$ cat src/design/lottery_scheduler_xorshift_core_defines.svh
// ----------------------------------------------------------------------------
// Assertion macros for the lottery scheduler core
// Each macro checks a property on the rising edge of clk, disabled in reset.
// ----------------------------------------------------------------------------
`ifndef LOTTERY_SCHEDULER_XORSHIFT_CORE_DEFINES_SVH
`define LOTTERY_SCHEDULER_XORSHIFT_CORE_DEFINES_SVH

`ifndef SYNTHESIS

`define LSX_ASSERT(lbl, prop, msg) \
	lbl: assert property (@(posedge clk) disable iff (!arst_n) prop) else $error(msg);

`define LSX_ASSERT_NEVER(lbl, cond, msg) \
	lbl: assert property (@(posedge clk) disable iff (!arst_n) !(cond)) else $error(msg);

`else

`define LSX_ASSERT(lbl, prop, msg)

`define LSX_ASSERT_NEVER(lbl, cond, msg)

`endif

`endif

$ cat src/design/lsx_pkg.sv
// ----------------------------------------------------------------------------
// lsx_pkg
// Shared types and constants of the lottery scheduler core.
// ----------------------------------------------------------------------------
`timescale 1ns / 1ps

package lsx_pkg;

	localparam logic [31:0] SEED_RESET = 32'd2463534242;
	localparam int          SEED_SH_A  = 13;
	localparam int          SEED_SH_B  = 17;
	localparam int          SEED_SH_C  = 5;

	// Control for the slot ring, shared by every cell.
	typedef struct packed {
		logic shift;
		logic wr_en;
		logic wr_ready;
	} lsx_ring_ctrl_t;

	function automatic logic [31:0] lsx_next_seed(input logic [31:0] s);
		logic [31:0] a;
		logic [31:0] b;
		a = s ^ (s << SEED_SH_A);
		b = a ^ (a >> SEED_SH_B);
		return b ^ (b << SEED_SH_C);
	endfunction

endpackage

$ cat src/design/lsx_cell.sv
// ----------------------------------------------------------------------------
// lsx_cell
// One slot of the ring: a ready flag and a ticket count, loaded from the
// neighboring cell when the ring rotates or from the write port when selected.
// ----------------------------------------------------------------------------
`timescale 1ns / 1ps

module lsx_cell import lsx_pkg::*; #(
	parameter int TICKET_BITS = 16
) (
	input  logic                   clk,
	input  logic                   arst_n,
	input  lsx_ring_ctrl_t         ctrl,
	input  logic                   wr_sel,
	input  logic [TICKET_BITS-1:0] wr_tickets,
	input  logic                   nbr_ready,
	input  logic [TICKET_BITS-1:0] nbr_tickets,
	output logic                   ready,
	output logic [TICKET_BITS-1:0] tickets
);

	logic                   ready_q;
	logic [TICKET_BITS-1:0] tickets_q;

	always_ff @(posedge clk or negedge arst_n) begin
		if (!arst_n) begin
			ready_q   <= 1'b0;
			tickets_q <= TICKET_BITS'(1);
		end else if (ctrl.shift) begin
			ready_q   <= nbr_ready;
			tickets_q <= nbr_tickets;
		end else if (ctrl.wr_en && wr_sel) begin
			ready_q   <= ctrl.wr_ready;
			tickets_q <= wr_tickets;
		end
	end

	assign ready   = ready_q;
	assign tickets = tickets_q;

endmodule

$ cat src/design/lsx_mod.sv
// ----------------------------------------------------------------------------
// lsx_mod
// Restoring remainder unit: reduces a 32-bit value modulo a nonzero divisor,
// one dividend bit per cycle.
// ----------------------------------------------------------------------------
`timescale 1ns / 1ps
`include "lottery_scheduler_xorshift_core_defines.svh"

module lsx_mod #(
	parameter int SUM_W = 20
) (
	input  logic             clk,
	input  logic             arst_n,
	input  logic             start,
	input  logic [31:0]      dividend,
	input  logic [SUM_W-1:0] divisor,
	output logic             done,
	output logic [SUM_W-1:0] rem
);

	localparam int DVD_W = 32;
	localparam int CNT_W = $clog2(DVD_W);

	logic             busy_q;
	logic             done_q;
	logic [CNT_W-1:0] cnt_q;
	logic [DVD_W-1:0] dvd_q;
	logic [SUM_W-1:0] dsr_q;
	logic [SUM_W-1:0] rem_q;

	logic [SUM_W:0]   trial;
	logic             fits;
	logic [SUM_W-1:0] rem_nxt;
	logic             last;

	// The partial remainder stays below the divisor, so the trial value
	// stays below twice the divisor and one subtract restores it.
	assign trial   = {rem_q, dvd_q[DVD_W-1]};
	assign fits    = trial >= {1'b0, dsr_q};
	assign rem_nxt = fits ? SUM_W'(trial - {1'b0, dsr_q}) : trial[SUM_W-1:0];
	assign last    = cnt_q == CNT_W'(DVD_W - 1);

	always_ff @(posedge clk or negedge arst_n) begin
		if (!arst_n) begin
			busy_q <= 1'b0;
			done_q <= 1'b0;
			cnt_q  <= '0;
		end else begin
			done_q <= 1'b0;
			if (start) begin
				busy_q <= 1'b1;
				cnt_q  <= '0;
			end else if (busy_q) begin
				cnt_q <= cnt_q + CNT_W'(1);
				if (last) begin
					busy_q <= 1'b0;
					done_q <= 1'b1;
				end
			end
		end
	end

	always_ff @(posedge clk) begin
		if (start) begin
			dvd_q <= dividend;
			dsr_q <= divisor;
			rem_q <= '0;
		end else if (busy_q) begin
			dvd_q <= {dvd_q[DVD_W-2:0], 1'b0};
			rem_q <= rem_nxt;
		end
	end

	assign done = done_q;
	assign rem  = rem_q;

	`LSX_ASSERT(a_mod_rem_below, busy_q |-> (rem_q < dsr_q), "remainder reached divisor")
	`LSX_ASSERT(a_mod_start_busy, start |=> busy_q, "start did not make the unit busy")
	`LSX_ASSERT(a_mod_finish, (busy_q && last && !start) |=> (done_q && !busy_q), "no finish")

endmodule

$ cat src/design/lottery_scheduler_xorshift_core.sv
// ----------------------------------------------------------------------------
// lottery_scheduler_xorshift_core
// Lottery arbiter over NUM_SLOTS slots. The slots sit in a ring of cells that
// rotates one position per cycle past a single head while a draw sums or walks.
// An update transaction writes one slot directly. A draw rotates the ring once
// to sum the tickets of ready slots, steps the xorshift seed, reduces it modulo
// the sum in a bit-serial remainder unit, then rotates the ring once more to
// find the winner. A draw with no ready slot ends after the sum. One
// transaction is in work at a time; the next one is taken while the result
// waits in the output register.
// ----------------------------------------------------------------------------
`timescale 1ns / 1ps
`include "lottery_scheduler_xorshift_core_defines.svh"

module lottery_scheduler_xorshift_core import lsx_pkg::*; #(
	parameter int NUM_SLOTS   = 16,
	parameter int TICKET_BITS = 16
) (
	input  logic        clk,
	input  logic        arst_n,
	input  logic        in_valid,
	output logic        in_stall,
	input  logic        func,
	input  logic [3:0]  slot,
	input  logic        ready_req,
	input  logic [15:0] ticket_count,
	output logic        out_valid,
	input  logic        out_stall,
	output logic        granted,
	output logic [3:0]  winner
);

	localparam int IDX_W = $clog2(NUM_SLOTS);
	localparam int SUM_W = TICKET_BITS + IDX_W;
	localparam int WIN_W = (IDX_W > 4) ? IDX_W : 4;

	localparam logic [2:0] ST_IDLE = 3'd0;
	localparam logic [2:0] ST_SUM  = 3'd1;
	localparam logic [2:0] ST_CHK  = 3'd2;
	localparam logic [2:0] ST_DIV  = 3'd3;
	localparam logic [2:0] ST_WALK = 3'd4;
	localparam logic [2:0] ST_DONE = 3'd5;

	logic [2:0]       state_q;
	logic [IDX_W-1:0] cnt_q;
	logic             found_q;
	logic             res_granted_q;
	logic             out_valid_q;
	logic [31:0]      seed_q;
	logic [SUM_W-1:0] total_q;
	logic [SUM_W-1:0] draw_q;
	logic [IDX_W-1:0] win_q;
	logic             granted_q;
	logic [3:0]       winner_q;

	logic                   accept;
	logic [TICKET_BITS-1:0] tix_trunc;
	logic [TICKET_BITS-1:0] wr_tix;
	logic                   slot_ok;
	lsx_ring_ctrl_t         ring_ctrl;
	logic [NUM_SLOTS-1:0]   cell_sel;
	logic [NUM_SLOTS-1:0]   cell_rdy;
	logic [TICKET_BITS-1:0] cell_tix [NUM_SLOTS];
	logic                   head_rdy;
	logic [SUM_W-1:0]       head_ext;
	logic                   walk_last;
	logic                   hit;
	logic                   out_free;
	logic [31:0]            seed_nxt;
	logic                   mod_start;
	logic                   mod_done;
	logic [SUM_W-1:0]       mod_rem;
	logic [WIN_W-1:0]       win_ext;

	assign in_stall  = state_q != ST_IDLE;
	assign accept    = in_valid && !in_stall;
	assign tix_trunc = TICKET_BITS'(ticket_count);
	assign wr_tix    = (tix_trunc == '0) ? TICKET_BITS'(1) : tix_trunc;
	assign slot_ok   = 32'(slot) < 32'(NUM_SLOTS);

	assign ring_ctrl.shift    = (state_q == ST_SUM) || (state_q == ST_WALK);
	assign ring_ctrl.wr_en    = accept && !func && slot_ok;
	assign ring_ctrl.wr_ready = ready_req;

	// Cell i loads from cell i+1, so after k shifts the head holds slot k.
	for (genvar i = 0; i < NUM_SLOTS; i++) begin : g_cell
		localparam int NXT = (i + 1) % NUM_SLOTS;
		assign cell_sel[i] = 32'(slot) == 32'(i);
		lsx_cell #(
			.TICKET_BITS(TICKET_BITS)
		) u_cell (
			.clk        (clk),
			.arst_n     (arst_n),
			.ctrl       (ring_ctrl),
			.wr_sel     (cell_sel[i]),
			.wr_tickets (wr_tix),
			.nbr_ready  (cell_rdy[NXT]),
			.nbr_tickets(cell_tix[NXT]),
			.ready      (cell_rdy[i]),
			.tickets    (cell_tix[i])
		);
	end

	assign head_rdy  = cell_rdy[0];
	assign head_ext  = SUM_W'(cell_tix[0]);
	assign walk_last = cnt_q == IDX_W'(NUM_SLOTS - 1);
	assign hit       = head_rdy && !found_q && (draw_q < head_ext);
	assign out_free  = !out_valid_q || !out_stall;
	assign seed_nxt  = lsx_next_seed(seed_q);
	assign mod_start = (state_q == ST_CHK) && (total_q != '0);

	lsx_mod #(
		.SUM_W(SUM_W)
	) u_mod (
		.clk     (clk),
		.arst_n  (arst_n),
		.start   (mod_start),
		.dividend(seed_nxt),
		.divisor (total_q),
		.done    (mod_done),
		.rem     (mod_rem)
	);

	always_ff @(posedge clk or negedge arst_n) begin
		if (!arst_n) begin
			state_q       <= ST_IDLE;
			cnt_q         <= '0;
			found_q       <= 1'b0;
			res_granted_q <= 1'b0;
			out_valid_q   <= 1'b0;
			seed_q        <= SEED_RESET;
		end else begin
			if (state_q == ST_DONE && out_free) begin
				out_valid_q <= 1'b1;
			end else if (!out_stall) begin
				out_valid_q <= 1'b0;
			end
			case (state_q)
				ST_IDLE: begin
					if (accept) begin
						cnt_q         <= '0;
						res_granted_q <= 1'b0;
						state_q       <= func ? ST_SUM : ST_DONE;
					end
				end
				ST_SUM: begin
					cnt_q <= walk_last ? '0 : cnt_q + IDX_W'(1);
					if (walk_last) begin
						state_q <= ST_CHK;
					end
				end
				ST_CHK: begin
					if (total_q == '0) begin
						state_q <= ST_DONE;
					end else begin
						seed_q  <= seed_nxt;
						state_q <= ST_DIV;
					end
				end
				ST_DIV: begin
					if (mod_done) begin
						cnt_q   <= '0;
						found_q <= 1'b0;
						state_q <= ST_WALK;
					end
				end
				ST_WALK: begin
					cnt_q <= walk_last ? '0 : cnt_q + IDX_W'(1);
					if (hit) begin
						found_q <= 1'b1;
					end
					if (walk_last) begin
						res_granted_q <= 1'b1;
						state_q       <= ST_DONE;
					end
				end
				ST_DONE: begin
					if (out_free) begin
						state_q <= ST_IDLE;
					end
				end
				default: begin
					state_q <= ST_IDLE;
				end
			endcase
		end
	end

	assign win_ext = WIN_W'(win_q);

	always_ff @(posedge clk) begin
		if (accept) begin
			total_q <= '0;
			win_q   <= '0;
		end
		if (state_q == ST_SUM && head_rdy) begin
			total_q <= total_q + head_ext;
		end
		if (state_q == ST_DIV && mod_done) begin
			draw_q <= mod_rem;
		end
		if (state_q == ST_WALK && head_rdy && !found_q) begin
			if (hit) begin
				win_q <= cnt_q;
			end else begin
				draw_q <= draw_q - head_ext;
			end
		end
		if (state_q == ST_DONE && out_free) begin
			granted_q <= res_granted_q;
			winner_q  <= win_ext[3:0];
		end
	end

	assign out_valid = out_valid_q;
	assign granted   = granted_q;
	assign winner    = winner_q;

	`LSX_ASSERT_NEVER(a_seed_zero, seed_q == '0, "xorshift seed reached zero")
	`LSX_ASSERT(a_div_total, (state_q == ST_DIV) |-> (total_q != '0), "reduction with zero total")
	`LSX_ASSERT(a_walk_found, (state_q == ST_WALK && walk_last) |=> found_q, "walk found no winner")

endmodule

$ cat config.mk
export PLATFORM = sky130hd
export DESIGN_NAME = lottery_scheduler_xorshift_core
export DESIGN_NICKNAME = d
export VERILOG_FILES = /design/src/design/lsx_pkg.sv /design/src/design/lsx_cell.sv /design/src/design/lsx_mod.sv /design/src/design/lottery_scheduler_xorshift_core.sv
export VERILOG_INCLUDE_DIRS = /design/src /design/src/design
export SDC_FILE = /design/constraint.sdc
export NUM_CORES = 1
export LEC_CHECK = 0
export CORE_MARGIN = 2
export CORE_UTILIZATION = 40
export CTS_CLUSTER_SIZE = 12
export DETAILED_ROUTE_END_ITERATION = 6
export DONT_BUFFER_PORTS = 1
export GPL_TIMING_DRIVEN = 0
export PLACE_DENSITY_LB_ADDON = 0.3
export SYNTH_ARGS = -nofsm -noshare
export SYNTH_HDL_FRONTEND = slang
export SYNTH_SLANG_ARGS = --single-unit
$ cat constraint.sdc
create_clock -name clk -period 3.3 [get_ports clk]
set_clock_uncertainty 0.1 [all_clocks]
set_input_delay 0.495 -clock clk [delete_from_list [all_inputs] [get_ports clk]]
set_output_delay 0.495 -clock clk [all_outputs]
set_load 0.02 [all_outputs]
==> impl_results.md <==
- DP Worst Slack: -483 ps
- Clk root buf: clkbuf_16
- Row Count: 86
- Critical Path End Type: flip-flop
- Largest net degree at the start of global routing: 322
- Syn_area_per_cell: 9.81 um^2
- Wire per inst: 19.5 um
- Layout filler cell count: 5,165
- Critical path peak fanout: 10
- Outcome: complete, but fails checks
- Worst-case clock buffer depth: 3
- Final core utilization: 0.453
- Initial antenna violation count: 1
- Synth-to-Final Area Change: 12.3%
- Placed cells: 3,015
- Vias in the first global route: 17.2k
- Post-synth EDFFs: 77
- Register-to-register setup slack: 80 ps
- Final net count: 2,411
- Synth warn: 0
- Post-DP HPWL: 43,100 um
- Overall routed net length: 60,800 um
- Ys async rst share: 0.726
- CTS tree: yes
- Peak VDD IR: 0.000459 V
- H-Tree Level Count: 2
- Count of cell types in the netlist: 77
- WS Path Type: reg2reg
- Leakage: 11.5 nW
- CP Cell Sequence: ha_1 > inv_1 > fa_2 > a21oi_2 > o22ai_2 > o21a_1 > o311a_4 > o31a_1 > buf_6 > clkbuf_4 > nand2_1 > o21ai_0
- Crit-path leading delay family: compound AO/OA/AOI/OAI gates
- Flop and latch count out of synthesis: 442
- Global route overflow: 0
- Crit Reg-Reg Startpoint: g_cell[0].u_cell.tickets[0]$_DFFE_PN1P_
- Num CTS Buffers: 49
- Setup TNS: 0 ps
- Die W: 240 um
- Mapped cell area: 22,200 um^2
- Synth Instances: 2,267
- Register area share after synthesis: 0.506
- CTS Sinks: 442
- Post-route minimum period: 3220 ps
- Reg2Reg Depth: 12
- Number of DRC markers in iteration 0: 1,590
- Via count: 17.2k
- Max Cap Viol: 0
- Initial Util: 0.404
- Power consumption: 27.0 mW
- First-pass GRT wire length: 96,500 um
- Final Hold Viols: 304
- N_diodes: 0
- Worst Tran Pin Value: 1240 ps
- Tcrit/Tclk final: 0.975
- Critical path's slowest cell: dfstp_2
- GR Util All Layers: 0.215
- Core outline area: 55,100 um^2
- Reg-to-reg endpoint: draw_q[12]$_DFF_P_
- Non-filler cells, final: 3,112
- WHS: -431 ps
- Crit path arrival time: 3590 ps
- Drt pass-1 iters: 7
- Die area: 57,500 um^2
- Post-DRT Antenna Nets: 0
- # setup viols final: 0
- Chip height: 240 um
- Failing checks: negative hold slack
- Final Cell Area: 25,000 um^2
- Port Buffers: 0
- Post-DP Area: 23,200 um^2
- Top FF cell, synth: dfrtp_1
- Pwr/cell area: 1080 nW/um^2
- Hold Crit Class: in2async
- Max incr delay on CP: 600 ps
- WP data required: 3670 ps
- Worst Path Buf+Inv: 3
- Clk_lat worst skew: 600 ps
- Hold_buf cts: 4
- Final worst slack: 83.8 ps
- DRC viols: 0
- GPL Wtd Cong: 0.877
- Top Ports: 33
- Max-slew violations: 0
- Syn Nets: 2,351
- Fmax: 0.311 GHz
- Via density: 5.52
- CP Launch Type: flip-flop
- Slew headroom: 0.171
- Share of layout cells above drive strength 1: 0.0787
- Worst-path clk slew: 60 ps
-- cells in the final DEF, fill, tap and decap left out, drive strengths merged, types with 25 or more instances in the layout --
cell / synthesis / routed
a21o: 25 / 25
a21oi: 60 / 60
a22oi: 121 / 121
buf: 48 / 51
clkbuf: 101 / 177
dfrtp: 291 / 291
dfstp: 30 / 30
dfxtp: 44 / 44
edfxtp: 77 / 77
ha: 55 / 55
inv: 53 / 55
mux2i: 162 / 162
nand2: 498 / 498
nand3: 26 / 26
nor2: 118 / 118
o21ai: 205 / 205
xnor2: 99 / 99
xor2: 49 / 49
-- final cells by class --
type                       instances  area (um^2)  area share
clock inverter                    14          155     0.00621
sequential                       442        11300       0.451
timing repair buffer               9         97.6     0.00391
tap                              748          936      0.0375
buffer                           149          643      0.0258
clock buffer                      74         1450      0.0582
inverter                          53          199     0.00797
multi-input combinational       1623        10200       0.409
-- report_power, final --
group / internal, mW / switching (mW)
logic: 4.39 / 7.53
clock network: 3.20 / 2.30
registers: 8.03 / 1.55
total: 15.6 / 11.4
-- cell families (layout without fill, tap and decap cells) --
group	count (synthesis)	in the layout	synth area share
AND/OR/NAND/NOR	739	739	0.141
AO/OA/AOI/OAI	515	515	0.150
flip-flops	442	442	0.506
buffers and inverters	202	299	0.0372
multiplexers	163	163	0.0734
XOR/XNOR	148	148	0.0583
adder cells (fa/ha/maj)	58	58	0.0336
-- how the worst max path moves through the flow --
stage | start | end | slack (ps) | depth (start not counted)
floorplan | total_q[0]$_SDFFCE_PN0P_ | total_q[12]$_SDFFCE_PN0P_ | 330 | 10
global placement | total_q[10]$_SDFFCE_PN0P_ | u_mod.dvd_q[20]$_DFFE_PP_ | -460 | 9
detailed placement | total_q[10]$_SDFFCE_PN0P_ | u_mod.dvd_q[20]$_DFFE_PP_ | -480 | 9
CTS | g_cell[0].u_cell.tickets[0]$_DFFE_PN1P_ | draw_q[19]$_DFF_P_ | 5 | 11
global route | g_cell[0].u_cell.tickets[0]$_DFFE_PN1P_ | draw_q[12]$_DFF_P_ | -50 | 12
finish | g_cell[0].u_cell.tickets[0]$_DFFE_PN1P_ | draw_q[12]$_DFF_P_ | 80 | 12
-- what timing repair did --
action | in CTS | in global routing
endpoints found under the hold margin | 328 | 305
setup endpoints to repair | 37 | 74
buffers inserted | 1 | 3
resized for setup | 4 | 18
pin swaps | 1 | 5
-- routing by layer --
metal / track usage / routed length, um
met5: 0 / 10
met4: 0.0683 / 1800
met3: 0.0477 / 4110
met2: 0.323 / 26700
met1: 0.307 / 28200
-- synth_stat cells (4+ instances only) --
master	instances	area share
xor2_1	49	0.019
edfxtp_1	77	0.10
nand4_1	6	0.0017
o21ai_0	202	0.045
inv_1	53	0.0089
dfrtp_1	291	0.33
a22oi_1	121	0.041
a31oi_1	6	0.0017
a211oi_1	24	0.0081
o211ai_1	5	0.0017
or2_2	5	0.0014
a21o_1	25	0.0084
buf_1	12	0.0020
o31ai_1	5	0.0017
nand2b_1	9	0.0025
clkbuf_1	101	0.017
nor4_1	11	0.0031
a21oi_2	4	0.0016
nor2_1	113	0.019
xnor2_1	99	0.039
nor2b_1	12	0.0034
and3_1	11	0.0031
o21a_1	9	0.0030
dfxtp_1	44	0.040
dfstp_2	30	0.035
nand2_1	495	0.084
a21oi_1	56	0.013
a32oi_1	4	0.0016
mux2i_1	162	0.073
and2_1	12	0.0034
ha_1	55	0.031
a221o_1	16	0.0072
nor3_1	9	0.0020
nand3_1	25	0.0056
buf_2	31	0.0070
or3_1	6	0.0017
-- state kept, by name, indices dropped and copies added (netlist names) --
signal and cells:
g_cell.u_cell.tickets 256, seed_q 32, u_mod.dvd_q 32, draw_q 20
total_q 20, u_mod.dsr_q 20, u_mod.rem 20, g_cell.u_cell.ready 16
u_mod.cnt_q 5, cnt_q 4, win_ext 4, winner 4
state_q 3, found_q 1, granted 1, out_valid 1
res_granted_q 1, u_mod.busy_q 1, u_mod.done 1
Note: power is estimated with default switching activity, not from simulation.
